===== config.mk =====
export PLATFORM = sky130hd
export DESIGN_NAME = char_class_tokenizer_fsm
export DESIGN_NICKNAME = d
export VERILOG_FILES = /design/src/sv/cct_pkg.sv /design/src/sv/cct_step.sv /design/src/sv/char_class_tokenizer_fsm.sv
export VERILOG_INCLUDE_DIRS = /design/src /design/src/sv
export SDC_FILE = /design/constraint.sdc
export NUM_CORES = 1
export LEC_CHECK = 0
export ABC_AREA = 1
export BUFFER_PORTS_ARGS = -buffer_cell sky130_fd_sc_hd__clkbuf_2
export CAP_MARGIN = 20
export CORE_ASPECT_RATIO = 0.6
export CORE_MARGIN = 8
export CORE_UTILIZATION = 50
export CTS_BUF_LIST = sky130_fd_sc_hd__clkbuf_8
export DETAILED_ROUTE_END_ITERATION = 8
export PLACE_DENSITY = 0.79
export SLEW_MARGIN = 10
export SYNTH_ARGS = -nofsm -noshare
export SYNTH_HDL_FRONTEND = slang
export SYNTH_SLANG_ARGS = --single-unit

===== constraint.sdc =====
create_clock -name clk -period 2.06 [get_ports clk]
set_input_delay 0.412 -clock clk [delete_from_list [all_inputs] [get_ports clk]]
set_output_delay 0.412 -clock clk [all_outputs]
set_load 0.1 [all_outputs]

===== src/sv/assert_macros.svh =====
// Assertion helpers used by the RTL
`ifndef ASSERT_MACROS_SVH
`define ASSERT_MACROS_SVH

// Same-cycle implication, checked outside reset
`define ASSERT_IMPL(lbl, clk, rst, ante, cons) \
  lbl: assert property (@(posedge clk) disable iff (rst) (ante) |-> (cons)) \
    else $error("assertion failed");

// Next-cycle implication, checked outside reset
`define ASSERT_NEXT(lbl, clk, rst, ante, cons) \
  lbl: assert property (@(posedge clk) disable iff (rst) (ante) |=> (cons)) \
    else $error("assertion failed");

`endif


===== src/sv/cct_pkg.sv =====
package cct_pkg;

  // Default width of the blank run counter
  localparam int SPACE_COUNT_BITS_DEF = 16;
  // Width of the reported blank count
  localparam int SPACE_REC_BITS = 16;

  // Token classes as reported in token_class
  localparam logic [1:0] CLS_DIGIT = 2'd0;
  localparam logic [1:0] CLS_ALPHA = 2'd1;
  localparam logic [1:0] CLS_OTHER = 2'd2;

  // Blank characters
  localparam logic [7:0] CH_SPACE = 8'h20;
  localparam logic [7:0] CH_TAB   = 8'h09;

  typedef enum logic [1:0] {
    ST_SPACE = 2'd0,
    ST_DIGIT = 2'd1,
    ST_ALPHA = 2'd2,
    ST_OTHER = 2'd3
  } scan_state_t;

  typedef struct packed {
    logic [7:0] ch;
    logic       end_of_string;
  } byte_item_t;

  typedef struct packed {
    logic                      closes_token;
    logic                      spaces_valid;
    logic [SPACE_REC_BITS-1:0] space_count;
    logic                      char_valid;
    logic [7:0]                char_out;
    logic                      starts_token;
    logic [1:0]                token_class;
    logic                      string_done;
  } tok_item_t;

  // ASCII class of a non-blank byte
  function automatic logic [1:0] class_of(input logic [7:0] c);
    logic [1:0] cls;
    if (c >= 8'h30 && c <= 8'h39) begin
      cls = CLS_DIGIT;
    end else if ((c >= 8'h41 && c <= 8'h5A) || (c >= 8'h61 && c <= 8'h7A)) begin
      cls = CLS_ALPHA;
    end else begin
      cls = CLS_OTHER;
    end
    return cls;
  endfunction

endpackage


===== src/sv/cct_step.sv =====
// Per-byte tokenizer logic: result beat, next scan state and next blank run
module cct_step import cct_pkg::*; #(
  parameter int SPACE_COUNT_BITS = SPACE_COUNT_BITS_DEF
) (
  input  byte_item_t                  item,
  input  scan_state_t                 state,
  input  logic [SPACE_COUNT_BITS-1:0] run,
  output tok_item_t                   res,
  output scan_state_t                 state_next,
  output logic [SPACE_COUNT_BITS-1:0] run_next
);

  localparam logic [SPACE_COUNT_BITS-1:0] RunMax = '1;

  logic [SPACE_REC_BITS-1:0] rec;
  logic [1:0]                cls;
  logic                      cont;

  // Blank run as reported, clipped to the report width
  generate
    if (SPACE_COUNT_BITS > SPACE_REC_BITS) begin : g_clip
      assign rec = (|run[SPACE_COUNT_BITS-1:SPACE_REC_BITS]) ? '1
                                                             : run[SPACE_REC_BITS-1:0];
    end else if (SPACE_COUNT_BITS == SPACE_REC_BITS) begin : g_same
      assign rec = run;
    end else begin : g_ext
      assign rec = {{(SPACE_REC_BITS-SPACE_COUNT_BITS){1'b0}}, run};
    end
  endgenerate

  assign cls  = class_of(item.ch);
  assign cont = (state == ST_DIGIT && cls == CLS_DIGIT) ||
                (state == ST_ALPHA && cls == CLS_ALPHA);

  // Token decision for one byte
  always_comb begin
    res        = '0;
    state_next = state;
    run_next   = run;
    if (item.end_of_string) begin
      // terminator: close, record blanks, back to reset state
      res.closes_token = (state != ST_SPACE);
      res.spaces_valid = 1'b1;
      res.space_count  = rec;
      res.string_done  = 1'b1;
      state_next       = ST_SPACE;
      run_next         = '0;
    end else if (item.ch == CH_SPACE || item.ch == CH_TAB) begin
      res.closes_token = (state != ST_SPACE);
      if (run != RunMax) begin
        run_next = run + 1'b1;
      end
      state_next = ST_SPACE;
    end else begin
      res.char_valid  = 1'b1;
      res.char_out    = item.ch;
      res.token_class = cls;
      if (!cont) begin
        // new token begins here
        res.closes_token = (state != ST_SPACE);
        res.spaces_valid = 1'b1;
        res.space_count  = rec;
        res.starts_token = 1'b1;
        run_next         = '0;
        case (cls)
          CLS_DIGIT: state_next = ST_DIGIT;
          CLS_ALPHA: state_next = ST_ALPHA;
          default:   state_next = ST_OTHER;
        endcase
      end
    end
  end

endmodule


===== src/sv/char_class_tokenizer_fsm.sv =====
// Character-class tokenizer.
// Input channel (byte_valid / byte_stall / byte_item): one beat per text byte,
// then one beat with end_of_string set to close the string.
// Output channel (tok_valid / tok_stall / tok_item): exactly one beat per input
// beat, in order, carrying close/start marks, the blank count and the byte.
// An accepted beat passes through the input register, then the result register.
// Throughput: one beat per cycle while tok_stall is low; the scan state and
// blank run update as a beat moves from the input register to the result register.
// Stall: a stalled result holds in the result register while one more beat
// sits in the input register; byte_stall rises only when both are full.
// Reset (rst, synchronous, active high) empties both registers and returns
// the scanner to the between-tokens state with a zero blank run.
// After a terminator beat the scanner is in reset state for the next string.
module char_class_tokenizer_fsm import cct_pkg::*; #(
  parameter int SPACE_COUNT_BITS = SPACE_COUNT_BITS_DEF
) (
  input  logic       clk,
  input  logic       rst,
  input  logic       byte_valid,
  output logic       byte_stall,
  input  byte_item_t byte_item,
  output logic       tok_valid,
  input  logic       tok_stall,
  output tok_item_t  tok_item
);

  `include "assert_macros.svh"

  logic                        s1_vld;
  byte_item_t                  s1_item;
  logic                        out_vld;
  tok_item_t                   out_item;
  scan_state_t                 scan_state;
  scan_state_t                 scan_state_next;
  logic [SPACE_COUNT_BITS-1:0] space_run;
  logic [SPACE_COUNT_BITS-1:0] space_run_next;
  tok_item_t                   res;
  logic                        out_free;
  logic                        move;

  assign out_free   = !out_vld || !tok_stall;
  assign move       = s1_vld && out_free;
  assign byte_stall = s1_vld && !out_free;
  assign tok_valid  = out_vld;
  assign tok_item   = out_item;

  cct_step #(
    .SPACE_COUNT_BITS(SPACE_COUNT_BITS)
  ) u_step (
    .item      (s1_item),
    .state     (scan_state),
    .run       (space_run),
    .res       (res),
    .state_next(scan_state_next),
    .run_next  (space_run_next)
  );

  // Input register
  always_ff @(posedge clk) begin
    if (rst) begin
      s1_vld <= 1'b0;
    end else if (!byte_stall) begin
      s1_vld <= byte_valid;
    end
    if (!byte_stall) begin
      s1_item <= byte_item;
    end
  end

  // Scan state, updated as a beat moves to the result register
  always_ff @(posedge clk) begin
    if (rst) begin
      scan_state <= ST_SPACE;
      space_run  <= '0;
    end else if (move) begin
      scan_state <= scan_state_next;
      space_run  <= space_run_next;
    end
  end

  // Result register
  always_ff @(posedge clk) begin
    if (rst) begin
      out_vld <= 1'b0;
    end else if (out_free) begin
      out_vld <= move;
    end
    if (move) begin
      out_item <= res;
    end
  end

  // Terminator leaves the scanner in reset state
  `ASSERT_NEXT(a_eos_resets, clk, rst, move && s1_item.end_of_string,
               scan_state == ST_SPACE && space_run == '0)
  // Held result and scan state describe the same token
  `ASSERT_IMPL(a_class_state, clk, rst, out_vld && out_item.char_valid,
               (out_item.token_class == CLS_DIGIT) == (scan_state == ST_DIGIT))
  // Input is held off only while both registers are full
  `ASSERT_IMPL(a_stall_full, clk, rst, byte_stall, s1_vld && out_vld && tok_stall)

endmodule


### Word level (Yosys, flattened, before mapping)

Cells that the tools add are included.

* input port bits: 13
* word-level logic and storage cells: 64
* output and inout port bits: 33
* flip-flop bits (word level): 60

* eq/ne operators: 8
* mux-type cells: 16
* reduce and logical (&&, ||, !) cells: 19
* magnitude comparators: 6
* add/subtract/negate cells: 1

Operators by type and width (count)
* two-way mux 16 bit: 4
* two-way mux 18 bit: 2
* two-way mux 29 bit: 1
* adder 16 x 1 -> 16 bit, second input constant: 1
* >= comparator 8 x 7 -> 1 bit, second input constant: 2
* <= comparator 8 x 7 -> 1 bit, second input constant: 2
* inequality test 16 bit, second input constant: 1
* two-way mux 2 bit: 5
* == test 8 x 4 -> 1 bit, second input constant: 1
* == test 8 x 6 -> 1 bit, second input constant: 1
* >= comparator 8 x 6 -> 1 bit, second input constant: 1
* <= comparator 8 x 6 -> 1 bit, second input constant: 1
* logical AND 1 bit: 7
* inequality test 3 bit, second input constant: 2
* == test 2 x 1 -> 1 bit, second input constant: 2
* logical OR 1 bit: 4
* case mux 2 bit (2 select lines): 1
* zero test 1 bit: 3
* two-way mux 1 bit: 3
* AND reduction 3 bit: 1
* == test 2 bit, second input constant: 1
* zero test 2 bit: 1
* AND reduction 2 bit: 1
* nonzero test 2 bit: 1
* OR reduction 2 bit: 1

### Longest topological paths before layout

Gate-level depths: netlist of the first run.

* depth in word-level cells: 11
* mapped depth: 13
* mapped depth without buffers: 12

### Modules after synthesis

A second synthesis of the first run with hierarchy kept.

* cell total of the unflattened synthesis: 410
* area total of the unflattened synthesis: 3380.7 um^2

Modules (own cells, without submodules)
* char_class_tokenizer_fsm: area each 2103.3 um^2, cells an instance 167, sequential area each 1601.5 um^2, times used 1
* cct_step: area each 1277.5 um^2, cells an instance 243, sequential area each 0.0 um^2, times used 1

### Worst setup path after synthesis of the first run

Ideal clock, no wire load.

* path type: register to register
* start point: reg out_vld (netlist: tok_valid)
* end point: reg s1_item[0] (netlist bit) (enable)
* slack: -1278 ps
* required time: 1666 ps
* cell stages (with the launch flop): 4
* clock period less this slack: 3338 ps
* buffers on the path: 0
* arrival time: 2944 ps
* library setup time: 394 ps
* cell sequence: dfxtp_1 -> nand2_1 -> nor2_1 -> inv_1

* cells in the longest elaborated chain, start to end: 4

RTL lines
* from (decl): RTL line char_class_tokenizer_fsm.sv:31 `logic out_vld;`
* from (signal assigned): RTL line char_class_tokenizer_fsm.sv:86 `out_vld <= move;`
* zero test 1 bit: RTL line char_class_tokenizer_fsm.sv:41 `assign out_free = !out_vld || !tok_stall;`
* logical OR 1 bit: RTL line char_class_tokenizer_fsm.sv:41
* zero test 1 bit: RTL line char_class_tokenizer_fsm.sv:43 `assign byte_stall = s1_vld && !out_free;`
* logical AND 1 bit: RTL line char_class_tokenizer_fsm.sv:43
* via byte_stall: RTL line char_class_tokenizer_fsm.sv:20 `output logic byte_stall,`
* to (signal assigned): RTL line char_class_tokenizer_fsm.sv:66 `s1_item <= byte_item;`
* to (decl): RTL line char_class_tokenizer_fsm.sv:30 `byte_item_t s1_item;`

The timed path passes the listed nets, and every way through them passes these cells.
A chain may end at the register's enable or synchronous reset.

### Final worst setup path of the first run

* start point: reg space_run[0]
* end point: reg space_run[5]

* cells in the longest elaborated chain, start to end: 4
* elaborated cells between the ends (all ways): 7
* those cells by class: 1 x add/sub; 2 x eq/ne; 3 x mux; 1 x reduce/logical

RTL lines
* from (decl): RTL line char_class_tokenizer_fsm.sv:35 `logic [SPACE_COUNT_BITS-1:0] space_run;`
* from (signal assigned): RTL line char_class_tokenizer_fsm.sv:77 `space_run <= space_run_next;`
* adder 16 x 1 -> 16 bit: RTL line cct_step.sv:51 `run_next = run + 1'b1;`
* two-way mux 16 bit: RTL line cct_step.sv:50 `if (run != RunMax) begin`
* two-way mux 16 bit: RTL line cct_step.sv:48 `end else if (item.ch == CH_SPACE || item.ch == CH_TAB) begin`
* two-way mux 16 bit: RTL line cct_step.sv:40 `if (item.end_of_string) begin`

Several ways; a longest one is shown, not always the timed one. The select of a mux whose other input is x is not followed.

==> metrics.csv, run 1 <==
metric,value,unit
vias,2350,
io_pins,46,
route.detailed.wl_per_inst,13.6,um
critPathBufInv,0,
grt_pass1_wl,10400,um
yosys.area_share.simple,31.2,%
fp.coreArea,5540,um2
arrival,2.13,ns
crit_type,flop to flop,
worst_slack,0.165,ns
grt_pass1_vias,2152,
cts-resized-gates,0,
instances_no_fill,468,
first_iter_violations,209,
max-cap-violations,0,
rows,21,
hold_class,input pin to flop,
overflow,0,
postCtsSetupBuffers,0,
grtUsageTotal,16.0,%
finalCritPeriodShare,92.0,%
cellPowerDensity,856,nW/um2
synth-seq-cells,60,
syn_avg_cell_area,8.67,um2
antenna_found_initial,0,
hold_buffers,0,
vdd_drop_max,0.426,mV
drc_errors,0,
endpoint_kind,flop,
synth_top_area_cell,edfxtp_1,
nets,397,
cts_buffers,9,
synth_adder_area_share,0.440,%
synth_top_cells_by_count,"nor2_1, nand2_1, edfxtp_1",
max_freq,528,MHz
dp_cells,452,
synth.distinct_cells,30,
htree_num_levels,3,
cp_max_fo,25,
numClockSinks,60,
max_slew.worst_pin.slew,0.548,ns
n_fill_cell,481,
area_growth,18.7,%
cp_top_family,simple AND/OR/NAND/NOR gates,
cts_tree,yes,
yosysMostFrequentCell,nor2_1,
yosysTopAreaCellShare,42.3,%
layout-drive-gt1-share,24.0,%
synth_top_flop_cell,edfxtp_1,
synthMuxAreaShare,0,%
synth_top_family_by_area,simple AND/OR/NAND/NOR gates,
skew,0.00506,ns
fp.dieW,113,um
synth_compound_area_share,2.95,%
die_h,74.4,um
relSlewSlack,63.6,%
required,2.29,ns
syn_inst,328,
yosysSeqAreaShare,56.3,%
rsz0062_at_grt,no,
dieArea,8430,um2
path_cells,ha_1 -> nand3_2 -> nor2_4 -> nand3_2 -> nor2_4 -> nand3_4 -> nand3_4 -> nand2_1 -> nand2_1 -> nor2_1,
first_pass_iters,5,
grt_max_degree,26,
cp-start-kind,flop,
synth-edff-count,40,
finalHoldViolCount,0,
hpwl,4740,um
cpPeakStageDelay,0.38,ns
start_util,51.3,%
period_minus_slack,1.89,ns
setup_violations,0,
drt.antenna.violating_nets,0,
synth_warnings,0,
status,completed,
routed_via_density,5.02,
tns,0,ns
critPathSlowestCell,dfxtp_1,
clock_path_buffers,2,
async_flop_share,0,%
leakage,0.00149,uW
io_buffers,45,
clock_latency,0.34,ns
diodes,0,
synth-xor-area-share,1.54,%
syn_area,2840,um2
root_buffer,clkbuf_8,
synth_area_leaders,"edfxtp_1, dfxtp_1, nor2_1",
dp_slack,0.223,ns
maxSlewViolCount,0,
clk_pin_slew,0.06,ns
gp_congestion,0.930,
drt_wl_total,6390,um
synth_nets,342,
state kept, by name, summed over array words and instances, names as in the netlist:
signal and count:
s1_vld 1, tok_item 31, scan_state 2, tok_valid 1, space_run 16, s1_item 9
layout make-up:
class                           instances  area [um2]  area share (%)
Tap cell                               80         100            2.97
Inverter                               46         173            5.12
Sequential cell                        60        1600            47.5
Clock inverter                          7        67.6            2.00
Clock buffer                            9         124            3.67
Timing Repair Buffer                   50         265            7.86
Multi-Input combinational cell        216        1040            30.9
stage by stage:
stage / power, uW / area, um2 / hold slack, ns / utilization [%]
6_report: 2890 / 3370 / 0.245 / 60.8
4_1_cts: 2910 / 3370 / 0.230 / 60.8
3_5_place_dp: 1890 / 3180 / 0.474 / 57.4
3_3_place_gp: 1880 / 3180 / 0.468 / 57.4
2_1_floorplan: 1800 / 2860 / 0.448 / -
5_1_grt: 3000 / 3370 / 0.228 / 60.8
final timing paths:
check,slack [ns],depth (start not counted),start,endpoint
setup / recovery,0.17,10,space_run[0],space_run[5]
hold / removal,0.24,1,byte_item[2],s1_item[2]
setup reg to reg,0.17,10,space_run[0],space_run[5]
hold reg to reg,0.48,2,scan_state[1],scan_state[1]
worst reg2reg max path, delay by kind of cell (launching register included):
family	cells	cell delay, ns
AND/OR/NAND/NOR	9	1.19
flip-flops	1	0.38
adder cells (fa/ha/maj)	1	0.22
power by group:
part	internal, uW	switching, uW
Sequential	1360	47.4
Combinational	87.9	373
Clock	551	470
cells in the final DEF (no fill, tap or decap), types with 3 or more instances in the layout:
| cell type | count |
|---|---|
| buf_4 | 6 |
| nand4_1 | 12 |
| dfxtp_1 | 19 |
| inv_2 | 9 |
| a21oi_1 | 10 |
| inv_1 | 36 |
| edfxtp_1 | 40 |
| clkbuf_8 | 9 |
| nor2_4 | 3 |
| clkbuf_2 | 44 |
| xor2_1 | 5 |
| nand2_1 | 73 |
| nand3_1 | 16 |
| nand2_2 | 3 |
| nor2_1 | 73 |
| nor2_2 | 5 |
routing by layer:
| metal | track usage, % | vias to the layer above | part of all wire (%) |
|---|---|---|---|
| li1 | - | 1159 | - |
| met1 | 21.7 | 1062 | 49 |
| met2 | 22.4 | 119 | 39 |
| met3 | 6.08 | 10 | 9.7 |
| met4 | 6.30 | 0 | 1.7 |
| met5 | 0 | - | 0 |
cells by family (layout without fill, tap and decap cells):
family	Yosys count	after routing
buffers and inverters	52	112
AO/OA/AOI/OAI	15	15
AND/OR/NAND/NOR	195	195
flip-flops	60	60
adder cells (fa/ha/maj)	1	1
XOR/XNOR	5	5
No activity file was read; power rests on OpenSTA's default activity.
==> run 2, diff against run 1 <==
--- a/config.mk
+++ b/config.mk
@@ -6,15 +6,16 @@
 export SDC_FILE = /design/constraint.sdc
 export NUM_CORES = 1
 export LEC_CHECK = 0
-export ABC_AREA = 1
 export BUFFER_PORTS_ARGS = -buffer_cell sky130_fd_sc_hd__clkbuf_2
 export CAP_MARGIN = 20
+export CELL_PAD_IN_SITES_DETAIL_PLACEMENT = 0
+export CELL_PAD_IN_SITES_GLOBAL_PLACEMENT = 1
 export CORE_ASPECT_RATIO = 0.6
 export CORE_MARGIN = 8
-export CORE_UTILIZATION = 50
+export CORE_UTILIZATION = 41
 export CTS_BUF_LIST = sky130_fd_sc_hd__clkbuf_8
 export DETAILED_ROUTE_END_ITERATION = 8
-export PLACE_DENSITY = 0.79
+export PLACE_DENSITY = 0.81
 export SLEW_MARGIN = 10
 export SYNTH_ARGS = -nofsm -noshare
 export SYNTH_HDL_FRONTEND = slang
==> metrics.csv, run 2 <==
metric,value,unit,change
period_minus_slack,2.10,ns,+0.204 ns
critPathBufInv,1,,+1
synth_top_flop_cell,edfxtp_1,,
grt_util_met2,19.2,%,-3.3 points
cts_tree,yes,,
setup_violations,3,,+3
worst_slack,-0.0391,ns,-0.204 ns
leakage,0.00130,uW,-13%
status,"finished, violations left",,
vdd_drop_max,0.304,mV,-29%
rsz0062_at_grt,yes,,
synth-edff-count,40,,unchanged
synth_warnings,0,,unchanged
max_slew.worst_pin.slew,0.549,ns,+0.000885 ns
endpoint_kind,flop,,
clk_pin_slew,0.07,ns,about the same
max_freq,476,MHz,-9.7%
clock_path_buffers,2,,unchanged
top_usage_layer,met1,,
drc_errors,0,,unchanged
hpwl,4560,um,-3.8%
htree_num_levels,3,,unchanged
io_pins,46,,unchanged
path_cells,or3b_4 -> a211oi_4 -> buf_6 -> o21ai_4 -> a2111o_1 -> a221oi_2,,
antenna_found_initial,0,,unchanged
clock_latency,0.34,ns,about the same
route.detailed.wl_per_inst,16.0,um,+17%
max-cap-violations,0,,unchanged
io_buffers,45,,unchanged
vias,2110,,-10%
crit_type,flop to flop,,
syn_inst,222,,-32%
gp_congestion,0.872,,-6.3%
finalHoldViolCount,0,,unchanged
hold_buffers,0,,unchanged
cts_buffers,9,,unchanged
cpPeakStageDelay,0.43,ns,+0.05 ns
synth_area_leaders,"edfxtp_1, dfxtp_1, nor2b_1",,
fin_util,58.3,%,-2.5 points
cp_top_family,compound AO/OA/AOI/OAI gates,,
synth-seq-cells,60,,unchanged
fp.coreArea,6140,um2,+11%
arrival,2.35,ns,+0.22 ns
root_buffer,clkbuf_8,,
synth_top_cells_by_count,"edfxtp_1, dfxtp_1, nor2b_1",,
use_met1,20.1,%,-1.7 points
instances_no_fill,403,,-14%
overflow,0,,unchanged
yosysMostFrequentCell,edfxtp_1,,
yosysTopAreaCellShare,45.9,%,+3.7 points
skew,0.00839,ns,+0.00332 ns
rows,22,,+4.8%
critPathSlowestCell,or3b_4,,
die_h,77.9,um,+4.7%
final_common_cell,clkbuf_2,,
hold_class,input pin to flop,,
cp-start-kind,flop,,
fp.dieW,119,um,+5.1%
syn_area,2620,um2,-8.0%
largest_reg_flops,31,,unchanged
grtUsageTotal,14.3,%,-1.7 points
numClockSinks,60,,unchanged
drt_wl_total,6430,um,+0.74%
nets,328,,-17%
dp_slack,-0.0541,ns,-0.277 ns
async_flop_share,0,%,unchanged
syn_avg_cell_area,11.8,um2,+36%
diodes,0,,unchanged
layout-drive-gt1-share,41.1,%,+17 points
whs,0.249,ns,+0.00421 ns
dieArea,9280,um2,+10%
first_iter_violations,125,,-40%
first_pass_iters,4,,-1
finalCritPeriodShare,102,%,+9.9 points
relSlewSlack,63.5,%,about the same
cp_max_fo,3,,-88%
dp_cells,380,,-16%
area_growth,36.8,%,
start_util,42.6,%,-8.7 points
synth.distinct_cells,53,,+77%
cellPowerDensity,741,nW/um2,-13%
use_met3,5.35,%,-0.73 points
most-common-layout-cells,"clkbuf_2, edfxtp_1, buf_4",,
grt_pass1_wl,10600,um,+2.1%
synth_top_area_cell,edfxtp_1,,
synth_nets,236,,-31%
maxSlewViolCount,0,,unchanged
yosysSeqAreaShare,61.2,%,+4.9 points
drt.antenna.violating_nets,0,,unchanged
grt_pass1_vias,2052,,-4.6%
required,2.31,ns,+0.02 ns
tns,-0.0748,ns,-0.0748 ns
grt_max_degree,26,,unchanged
violations,negative setup slack,,
routed_via_density,5.24,,+4.3%
[run 2: cell types whose count changed in the layout (fill, tap and decap cells not counted), sizes merged, moves of 5 or more]
cell,before,now
nor2b,0,18
buf,6,46
a311oi,0,5
nand4,12,5
nand3,20,12
xor2,5,0
nor2,81,14
nand2b,0,6
inv,45,8
o21ai,2,7
nand2,77,12
[run 2: final cells by class]
cell class	count	area [um2]
Clock buffer	9	124
Clock inverter	7	43.8
Fill cell	523	2560
Inverter	10	45.0
Multi-Input combinational cell	143	1040
Sequential cell	60	1610
Tap cell	84	105
Timing Repair Buffer	90	618
[run 2: per-layer routing]
layer	part of all wire, %	wire length, um
met5	0	0
met4	1.2	74
met3	7.3	471
met2	42	2690
met1	50	3200
[run 2: cells by family (layout without fill, tap and decap cells)]
logic type,after synthesis,in the layout,synth area share [%]
AND/OR/NAND/NOR,87,87,18.7
flip-flops,60,60,61.2
AO/OA/AOI/OAI,53,53,15.5
buffers and inverters,19,116,3.35
multiplexers,2,2,0.765
adder cells (fa/ha/maj),1,1,0.478
[run 2: worst register-to-register path, delay by kind of cell (launching register included)]
family | cells | cell delay, ns
flip-flops | 1 | 0.41
AND/OR/NAND/NOR | 1 | 0.43
buffers and inverters | 1 | 0.15
AO/OA/AOI/OAI | 4 | 1.03
[run 2: final timing paths]
path	start	end	slack (ns)	depth (start not counted)
setup reg to reg	s1_item[4]	space_run[15]	-0.04	6
hold reg to reg	scan_state[1]	scan_state[1]	0.50	2
hold / removal	byte_item[2]	s1_item[2]	0.25	1
setup / recovery	s1_item[4]	space_run[15]	-0.04	6
[run 2: repair_timing]
item	4_1_cts	5_1_grt
setup buffers	4	3
endpoints found under the setup margin	27	34
gates cloned	1	0
resized for setup	11	9
pin swaps	9	10
endpoints found under the hold margin	0	0
[run 2: power by group]
| part | switching, uW | leakage, uW | internal (uW) |
|---|---|---|---|
| registers | 19.9 | 0.000545 | 1330 |
| logic | 323 | 0.000668 | 93.6 |
| clock network | 459 | 0.0000864 | 428 |
| total | 802 | 0.00130 | 1850 |
[run 2: through the flow]
step | power, uW | instance area, um2
final | 2650 | 3580
after global routing | 2750 | 3580
after CTS | 2670 | 3520
after detailed placement | 1770 | 3260
after global placement | 1770 | 3260
after floorplan | 1670 | 2660
